==> src/design/mac_pkg.sv <==
`default_nettype none

package mac_pkg;

  // Fixed field widths of the request and result items
  localparam int ADDR_FIELD_W = 48;
  localparam int SIZE_FIELD_W = 13;
  localparam int RANGE_SIZE_W = 32;
  localparam int MAX_FLUSH    = 16;
  localparam int FLUSH_CNT_W  = 4;

  typedef struct packed {
    logic                    kind;
    logic [ADDR_FIELD_W-1:0] access_address;
    logic [SIZE_FIELD_W-1:0] byte_count;
    logic [1:0]              access_kind;
  } mac_in_t;

  typedef struct packed {
    logic [ADDR_FIELD_W-1:0] range_start;
    logic [RANGE_SIZE_W-1:0] range_size;
    logic [1:0]              range_flags;
    logic [RANGE_SIZE_W-1:0] largest_size;
    logic                    table_empty;
    logic                    overflowed;
    logic                    last;
  } mac_out_t;

  // Request kinds
  localparam logic KIND_ACCESS = 1'b0;
  localparam logic KIND_FLUSH  = 1'b1;

  // Per-cycle command to one table cell
  typedef enum logic [2:0] {
    CELL_HOLD,
    CELL_LOAD,
    CELL_PREV,
    CELL_NEXT,
    CELL_KILL
  } mac_cell_op_t;

endpackage

`default_nettype wire

==> src/design/mac_cell.sv <==
`default_nettype none

module mac_cell #(
  parameter int AW = 48
) (
  input  wire logic                  clk,
  input  wire logic                  rst_n,
  input  wire mac_pkg::mac_cell_op_t op,
  input  wire logic [AW-1:0]         new_start,
  input  wire logic [AW:0]           new_end,
  input  wire logic [1:0]            new_flags,
  input  wire logic                  prev_valid,
  input  wire logic [AW-1:0]         prev_start,
  input  wire logic [AW:0]           prev_end,
  input  wire logic [1:0]            prev_flags,
  input  wire logic                  next_valid,
  input  wire logic [AW-1:0]         next_start,
  input  wire logic [AW:0]           next_end,
  input  wire logic [1:0]            next_flags,
  input  wire logic [AW-1:0]         probe_lo,
  input  wire logic [AW:0]           probe_hi,
  input  wire logic                  gap_in,
  output logic                       valid,
  output logic [AW-1:0]              start,
  output logic [AW:0]                end_addr,
  output logic [1:0]                 flags,
  output logic                       hit,
  output logic                       less,
  output logic                       gap_out
);

  import mac_pkg::*;

  logic          valid_r;
  logic [AW-1:0] start_r;
  logic [AW:0]   end_r;
  logic [1:0]    flags_r;

  // Overlap-or-touch test against the probe range, and order test for insertion
  assign hit     = valid_r && ({1'b0, start_r} <= probe_hi) && (end_r >= {1'b0, probe_lo});
  assign less    = valid_r && (start_r < probe_lo);
  assign gap_out = gap_in || !valid_r;

  assign valid    = valid_r;
  assign start    = start_r;
  assign end_addr = end_r;
  assign flags    = flags_r;

  // Occupancy
  always_ff @(posedge clk) begin
    if (!rst_n) begin
      valid_r <= 1'b0;
    end else begin
      case (op)
        CELL_HOLD: valid_r <= valid_r;
        CELL_LOAD: valid_r <= 1'b1;
        CELL_PREV: valid_r <= prev_valid;
        CELL_NEXT: valid_r <= next_valid;
        CELL_KILL: valid_r <= 1'b0;
        default:   valid_r <= valid_r;
      endcase
    end
  end

  // Range payload
  always_ff @(posedge clk) begin
    case (op)
      CELL_LOAD: begin
        start_r <= new_start;
        end_r   <= new_end;
        flags_r <= new_flags;
      end
      CELL_PREV: begin
        start_r <= prev_start;
        end_r   <= prev_end;
        flags_r <= prev_flags;
      end
      CELL_NEXT: begin
        start_r <= next_start;
        end_r   <= next_end;
        flags_r <= next_flags;
      end
      default: begin
        start_r <= start_r;
        end_r   <= end_r;
        flags_r <= flags_r;
      end
    endcase
  end

endmodule

`default_nettype wire
==> config.mk <==
export PLATFORM = sky130hd
export DESIGN_NAME = mac_cell
export DESIGN_NICKNAME = d
export VERILOG_FILES = /design/src/design/mac_pkg.sv /design/src/design/mac_cell.sv
export SDC_FILE = /design/constraint.sdc
export NUM_CORES = 1
export LEC_CHECK = 0
export ABC_AREA = 1
export BUFFER_PORTS_ARGS = -buffer_cell sky130_fd_sc_hd__buf_2
export CAP_MARGIN = 20
export CORE_AREA = 10 10 186 188
export CTS_BUF_LIST = sky130_fd_sc_hd__clkbuf_2
export DETAILED_ROUTE_END_ITERATION = 10
export DIE_AREA = 0 0 196 198
export GPL_TIMING_DRIVEN = 0
export PLACE_DENSITY_LB_ADDON = 0.12
export SLEW_MARGIN = 20
export SYNTH_ARGS = -nofsm -noshare
export SYNTH_HDL_FRONTEND = slang
export SYNTH_SLANG_ARGS = --single-unit
==> constraint.sdc <==
create_clock -name clk -period 3.4 [get_ports clk]
set_input_delay 0.34 -clock clk [delete_from_list [all_inputs] [get_ports clk]]
set_output_delay 0.34 -clock clk [all_outputs]
set_load 0.05 [all_outputs]
==> impl_metrics.ini, run 1 <==
[sta]
setup_tns_ns = 0
tightest_slew_ns = 1.02
max_freq_mhz = 318
min_period_over_period = 0.925
finalMaxSlewViolations = 0
fin_crit_ns = 3.14
relSlewSlack = 0.323
hold_violations = 0
rsz0062_at_grt = false
fin_skew_ns = 0
setup_viol = 0

[synth]
synth-edff-count = 99
ys_seq_area_frac = 0.333
synthMuxAreaShare = 0
yosysUniqueCellTypes = 35
ys_seq_elements = 100
yosys_warnings = 0
synth_adder_area_share = 0.199
netlist_area_um2 = 9000
syn_nets = 1721
synth_top_family_by_area = simple AND/OR/NAND/NOR gates
synth_compound_area_frac = 0.0552
synthArstFlopShare = 0
synth_xor_area_frac = 0
syn_inst = 1176
synth.avg_cell_area_um2 = 7.65
ys.flop_type = edfxtp_1
yosys.area_share.simple = 0.327

[route]
drtAntennaViolNets = 0
wl_um = 47000
drc = 0
vias_per_cell = 4.81
dr.pass1.iters = 5
wl_per_cell_um = 20.4
drt_iter0_drc = 573
dr_total_vias = 11100

[worst_setup_path]
regToRegEndpoint = valid$_SDFFE_PN0P_
worstPathCellList = ha_1 > nand2_1 > nor3_4 > nand2_2 > nor2_1 > nand2_1 > nand3_1 > nor2_1 > nand2_1 > nand2_1 > nor2_1 > buf_6
crit_top_cell = nand2_1
startpoint_type = register
setup.worst_path.class = reg -> out
path_max_fanout = 3
crit_required_ns = 3.06
cp_slowest_cell = edfxtp_1
reg2reg_from = valid$_SDFFE_PN0P_
crit_arrival_ns = 2.80
cp_slowest_stage_delay_ns = 0.51
timing.reg2reg.setup_slack_ns = 1.77
cp-end-kind = output port
crit_cells = 12
path_delay_family = simple AND/OR/NAND/NOR gates
worst-path-buf-inv = 1
rr_worst_depth = 5

[cts]
htreeDepth = 3
cts_made_buffers = 9
cts_tree = yes
clock_path_buffers = 2
cts_num_sinks = 100
cts-root-buf = clkbuf_2
clk_latency_ns = 0.68
path_clk_slew_ns = 0.34

[power_and_ir_drop]
p_clk_frac = 0.148
power_mw = 4.35
pwr-share-seq = 0.380
switching_share = 0.428
internal_power_mw = 2.49
p_comb_frac = 0.472
p_per_area_nw_per_um2 = 305
ir_worst_vdd_uv = 179
power.leakage_nw = 7.40
netSwitchingPower_mw = 1.86

[floorplan]
core_um2 = 31100
die_w_um = 196
pin_count = 505
die-area_um2 = 38800
die_h_um = 198
num_rows = 65
initial_core_util = 0.290

[finish]
drive_gt1_frac = 0.308
nets = 2439
final_cell_mix = 536 x buf_2, 314 x nand3_1, 250 x nand2_1, 200 x dlygate4sd3_1, 142 x ha_1
mostFrequentLayoutCell = buf_2
area_growth_pct = 58.6
final_area_um2 = 14300
final_cells = 2308

[placed_design]
gp_congestion = 0.844
post-dp-hpwl_um = 38500
placed_area_um2 = 12100
port_buffers = 504
place_inst = 2084

[global_route]
grt_pass1_vias = 11500
grt_overflow = 0
grt_pass1_wl_um = 68500
grt_start_max_net_pins = 48
grtUsageTotal = 0.231
antenna_found_initial = 6

[outcome]
outcome = completed

[min_path]
whs_path_depth = 3
hold_path_end = start[41]$_DFFE_PP_
hold_class = in -> reg
min_from = op[2]

[flow_run]
maxCapViolCount = 0
==> layout make-up <==
class / count / area [µm²]
Sequential cell: 100 / 2990
Clock buffer: 10 / 50.0
Multi-Input combinational cell: 881 / 5280
Antenna cell: 7 / 17.5
Timing Repair Buffer: 707 / 4590
Clock inverter: 6 / 63.8
Inverter: 140 / 526
Tap cell: 402 / 503
Fill cell: 3266 / 16800
Buffer: 55 / 251
==> tightest hold or removal path, delay by kind of cell <==
kind	cells	cell delay, ns
buffers and inverters	1	0.10
and+or+nand+nor	2	0.39
==> through the flow <==
step | util | worst slack (ns) | hold slack [ns]
6_report | 0.459 | 0.255 | 0.348
2_1_floorplan | - | 0.0300 | 0.449
3_5_place_dp | 0.389 | 0.835 | 0.591
4_1_cts | 0.457 | 0.0380 | 0.299
3_3_place_gp | 0.387 | -1.94 | 0.589
5_1_grt | 0.459 | 0.0187 | 0.340
==> flip-flops by register name (all words and copies together) (netlist names) <==
signal / cells
flags: 2
end_addr: 49
start: 48
valid: 1
==> cell usage after synthesis (3+ instances only) <==
library cell,count,share of area
clkbuf_1,12,0.0050
nand2_1,252,0.11
ha_1,143,0.20
o21ai_0,14,0.0078
nand2_2,3,0.0021
buf_2,33,0.018
buf_1,9,0.0038
nor3_1,3,0.0017
o21bai_1,3,0.0025
nor2_2,3,0.0021
o21a_1,4,0.0033
nor2_1,50,0.021
nand3_1,314,0.17
inv_2,3,0.0013
a21oi_1,60,0.033
edfxtp_1,99,0.33
a21o_1,5,0.0042
inv_1,137,0.057
nand4_1,8,0.0056
==> power by group through the flow <==
| stage | clock [mW] | sequential [mW] | combinational, mW |
|---|---|---|---|
| floorplan | 0 | 2.08 | 0.691 |
| global placement | 0 | 1.70 | 1.78 |
| detailed placement | 0 | 1.69 | 1.80 |
| CTS | 0.668 | 1.66 | 2.04 |
| global route | 0.709 | 1.67 | 2.27 |
| finish | 0.644 | 1.65 | 2.05 |
==> timing repair <==
item	CTS	global route
endpoints found under the hold margin	100	0
resized for setup	0	12
setup buffers	0	1
setup endpoints to repair	0	2
hold buffers	200	0
==> worst max-delay path by stage <==
stage / start / end / slack [ns]
floorplan: op[1] / end_addr[0]$_DFFE_PP_ / 0.03
finish: end_addr[28]$_DFFE_PP_ / hit / 0.26
global route: end_addr[28]$_DFFE_PP_ / hit / 0.02
detailed placement: probe_lo[28] / hit / 0.84
global placement: op[1] / flags[1]$_DFFE_PP_ / -1.94
CTS: end_addr[28]$_DFFE_PP_ / hit / 0.04
==> routing by layer <==
metal,vias up,global-route usage,share of wire
met3,54,0.0543,0.068
li1,5481,-,-
met1,5118,0.274,0.41
met2,433,0.412,0.50
met5,-,0,0.00079
met4,6,0.0549,0.017
==> logic make-up (layout without fill, tap and decap cells) <==
logic type	Yosys count	after routing
flip-flops	100	100
AO/OA/AOI/OAI	91	91
adder cells (fa/ha/maj)	143	143
other	0	7
AND/OR/NAND/NOR	647	647
buffers and inverters	195	918
Power figures use the tool's default switching activity.
==> run 2: changes to the inputs <==
GPL_TIMING_DRIVEN = not set   (was 0)
==> run 2 against run 1 <==
  * Cell count shrank 2.1%
  * Sequential power is essentially flat
  * First-iteration DRC count shrank 4.4%
  * Clock skew is the same
==> impl_metrics.ini, run 2 (same netlist as run 1, synthesis figures left out) <==
[outcome]
outcome = completed

[global_route]
grt_overflow = 0
antenna_found_initial = 4
grtUsageTotal = 0.208
grt_pass1_wl_um = 62700
grt_pass1_vias = 10800
grt_start_max_net_pins = 201

[route]
wl_per_cell_um = 18.7
dr.pass1.iters = 6
vias_per_cell = 4.73
wl_um = 42200
dr_total_vias = 10700
drtAntennaViolNets = 0
drt_iter0_drc = 548
drc = 0

[floorplan]
core_um2 = 31100
num_rows = 65
pin_count = 505
initial_core_util = 0.290
die_h_um = 198
die_w_um = 196
die-area_um2 = 38800

[sta]
fin_ws_ns = 0.302
hold_violations = 0
whs_ns = 0.0614
min_period_over_period = 0.911
relSlewSlack = 0.185
finalMaxSlewViolations = 0
setup_tns_ns = 0
setup_viol = 0
fin_skew_ns = 0
max_freq_mhz = 323
fin_crit_ns = 3.10
rsz0062_at_grt = false
tightest_slew_ns = 1.22

[finish]
num-fill-cells = 3235
final_cell_mix = 502 x buf_2, 314 x nand3_1, 251 x nand2_1, 198 x dlygate4sd3_1, 143 x ha_1
largest_register_ffs = 49
area_growth_pct = 56.4
drive_gt1_frac = 0.302
nets = 2394
mostFrequentLayoutCell = buf_2

[power_and_ir_drop]
power.leakage_nw = 7.28
p_per_area_nw_per_um2 = 305
power_mw = 4.30
ir_worst_vdd_uv = 160

[worst_setup_path]
crit_required_ns = 3.06
path_max_fanout = 3
worst-path-buf-inv = 1
crit_top_cell = nor2_1
startpoint_type = register
cp-end-kind = output port
crit_arrival_ns = 2.76
cp_slowest_stage_delay_ns = 0.52
worstPathCellList = ha_1 > nand2_1 > nor2_1 > a21oi_1 > nand2_1 > nor2_1 > nand2_1 > nor2_1 > nor2_2 > nor2_1 > clkbuf_4
setup.worst_path.class = reg -> out
cp_slowest_cell = edfxtp_1
path_delay_family = simple AND/OR/NAND/NOR gates

[cts]
cts-root-buf = clkbuf_2
cts_made_buffers = 9
clock_path_buffers = 2
cts_num_sinks = 100
path_clk_slew_ns = 0.32
cts_tree = yes
htreeDepth = 3
clk_latency_ns = 0.69

[placed_design]
port_buffers = 504
post-dp-hpwl_um = 33900
place_ws_ns = 0.955
gp_congestion = 0.807

[flow_run]
maxCapViolCount = 0

[min_path]
hold_class = in -> reg
## run 2: cell type report
cell class                 instances  area [µm²]  area share
multi-input combinational        881        5260       0.374
timing repair buffer             717        4670       0.332
sequential                       100        2990       0.213
inverter                         140         529      0.0376
tap                              402         503      0.0357
clock inverter                     7        65.1     0.00462
clock buffer                       9        45.0     0.00320
antenna                            3        7.51    0.000533
## run 2: path summary, 6_finish.rpt
path,from,end,slack [ns],depth (start not counted)
hold reg to reg,valid$_SDFFE_PN0P_,valid$_SDFFE_PN0P_,1.58,5
setup / recovery,start[47]$_DFFE_PP_,hit,0.30,11
hold / removal,prev_start[45],start[45]$_DFFE_PP_,0.06,3
setup reg to reg,valid$_SDFFE_PN0P_,valid$_SDFFE_PN0P_,1.59,5
## run 2: power by group
part	switching (mW)	internal [mW]	leakage [nW]
clock	0.470	0.169	0.0716
combinational	1.23	0.787	6.27
sequential	0.118	1.52	0.943
total	1.82	2.48	7.28
## run 2: stage by stage
step / cell area (µm²) / std cells / utilization
global route: 14100 / 2258 / 0.453
finish: 14100 / 2259 / 0.453
global placement: 11900 / 2034 / 0.383
detailed placement: 11900 / 2034 / 0.383
floorplan: 9000 / 1176 / -
CTS: 14000 / 2246 / 0.449
## run 2: worst register-to-register path, delay by kind of cell (launching register included)
kind	cells	cell delay [ns]
and+or+nand+nor	2	0.25
DFF	1	0.48
AOI/OAI and AO/OA	1	0.27
buffers and inverters	2	0.78
## run 2: routing by layer
metal	routed length, µm	global-route usage	vias up
met5	18	0	-
met4	622	0.0458	2
met3	2950	0.0551	35
met2	21400	0.372	358
met1	17200	0.242	4915
li1	-	-	5381
## run 2: repair_timing
item                                    CTS  global route
hold buffers                            196             2
resized for setup                         0             5
buffers inserted                          0             8
hold endpoints to repair                 99             2
endpoints found under the setup margin    0             1
==> run 3: changes to the inputs <==
==> constraint.sdc (replaced) <==
create_clock -name clk -period 3.4 [get_ports clk]
set_input_delay 0.68 -clock clk [delete_from_list [all_inputs] [get_ports clk]]
set_output_delay 0.68 -clock clk [all_outputs]
set_load 0.05 [all_outputs]
==> run 3 against run 2 <==
  * The flow now finishes with violations (setup timing)
  * Setup slack got worse by 0.31 ns
  * Fmax decreased by 9.2%
  * Critical path type unchanged
  * Count of clock-buffer cells in the layout unchanged
  * Flip-flop and latch count unchanged
  * Core utilization decreased by 5.6 points
  * Design area decreased by 12%
  * Largest cell class unchanged
  * Non-clock buffer count decreased by 185
==> impl_metrics.ini, run 3 (same netlist as run 1, synthesis figures left out) <==
[sta]
whs_ns = 0.219
relSlewSlack = 0.369
max_freq_mhz = 293
setup_viol = 1
min_period_over_period = 1.00
fin_skew_ns = 0
tightest_slew_ns = 0.947
hold_violations = 0
fin_ws_ns = -0.0130
finalMaxSlewViolations = 0
rsz0062_at_grt = true
fin_crit_ns = 3.41

[global_route]
antenna_found_initial = 13
grt_start_max_net_pins = 201
grt_overflow = 0
grt_pass1_wl_um = 59700
grt_pass1_vias = 10100
grtUsageTotal = 0.199

[floorplan]
core_um2 = 31100
die_w_um = 196
num_rows = 65
pin_count = 505
die_h_um = 198
die-area_um2 = 38800
initial_core_util = 0.290

[finish]
mostFrequentLayoutCell = buf_2
fin_util = 0.397
num-fill-cells = 3313
area_growth_pct = 37.2
drive_gt1_frac = 0.351
largest_register_ffs = 49
multiInputGateArea_um2 = 5340
seqCellArea_um2 = 2990
final_area_um2 = 12300
nets = 2209
final_cell_mix = 501 x buf_2, 313 x nand3_1, 249 x nand2_1, 142 x ha_1, 135 x inv_1

[flow_run]
maxCapViolCount = 0

[cts]
clk_latency_ns = 0.67
cts_made_buffers = 9
cts_tree = yes
cts-root-buf = clkbuf_2
htreeDepth = 3
path_clk_slew_ns = 0.31
cts_num_sinks = 100
clock_path_buffers = 2

[worst_setup_path]
cp_slowest_stage_delay_ns = 0.58
path_max_fanout = 3
crit_arrival_ns = 2.73
crit_top_cell = nor2_1
crit_required_ns = 2.72
worstPathCellList = ha_4 > nand2_2 > nor2_1 > nand4_1 > nor4_4 > buf_4 > nand3_4 > a21oi_2 > nor2_1 > buf_6
setup.worst_path.class = reg -> out
cp_slowest_cell = edfxtp_1
timing.reg2reg.setup_slack_ns = 2.22
startpoint_type = register
cp-end-kind = output port

[route]
dr_total_vias = 9928
vias_per_cell = 4.78
drc = 0
drtAntennaViolNets = 0
drt_iter0_drc = 383
wl_um = 40700
dr.pass1.iters = 4
wl_per_cell_um = 19.6

[power_and_ir_drop]
power_mw = 4.26
p_per_area_nw_per_um2 = 345
power.leakage_nw = 6.53
ir_worst_vdd_uv = 169

[placed_design]
gp_congestion = 0.858
post-dp-hpwl_um = 34100
placed_area_um2 = 11900
port_buffers = 504

[outcome]
outcome = complete, but fails checks
violations = setup timing

[min_path]
hold_class = in -> reg
## run 3: worst max-delay path, delay by kind of cell, from the launching register on
kind | cells | cell delay, ns
buf+inv | 2 | 0.34
flops | 1 | 0.58
compound gates | 1 | 0.12
fa+ha+maj | 1 | 0.33
simple gates | 6 | 0.68
## run 3: repair_timing
action,in CTS,in global routing
endpoints found under the setup margin,2,2
setup buffers,3,16
resized for setup,14,12
hold buffers,0,0
pin swaps,5,11
## run 3: stage by stage
step / setup slack (ns) / cells / setup TNS (ns)
2_1_floorplan: 0.402 / 1176 / 0
3_3_place_gp: 0.203 / 2036 / 0
3_5_place_dp: 0.226 / 2036 / 0
4_1_cts: -0.186 / 2055 / -0.288
5_1_grt: -0.228 / 2078 / -0.424
6_report: -0.0130 / 2079 / -0.0130
## run 3: layout make-up
cell class / count / area share
diodes: 8 / 0.00162
inverters: 140 / 0.0430
clock buffers: 9 / 0.00365
clock inverters: 7 / 0.00973
well taps: 402 / 0.0407
multi-input cells: 881 / 0.432
flip-flops and latches: 100 / 0.242
repair buffers: 532 / 0.227
## run 3: layer usage
metal | share of wire | wire (µm) | GRT usage
met1 | 0.41 | 16700 | 0.232
met2 | 0.50 | 20400 | 0.354
met3 | 0.069 | 2810 | 0.0555
met4 | 0.017 | 704 | 0.0464
met5 | 0.0017 | 70 | 0
## run 3: path summary, 6_finish.rpt
path                   endpoint  cells past startpoint                start
min          valid$_SDFFE_PN0P_                      3                rst_n
min reg2reg  valid$_SDFFE_PN0P_                      4   valid$_SDFFE_PN0P_
max reg2reg  valid$_SDFFE_PN0P_                      4   valid$_SDFFE_PN0P_
max                        less                     10  start[45]$_DFFE_PP_
## run 3: power breakdown
part	internal, mW	leakage (nW)	total [mW]	switching [mW]
Combinational	0.618	5.49	1.83	1.21
Clock	0.321	0.0946	0.784	0.462
Sequential	1.52	0.943	1.65	0.125
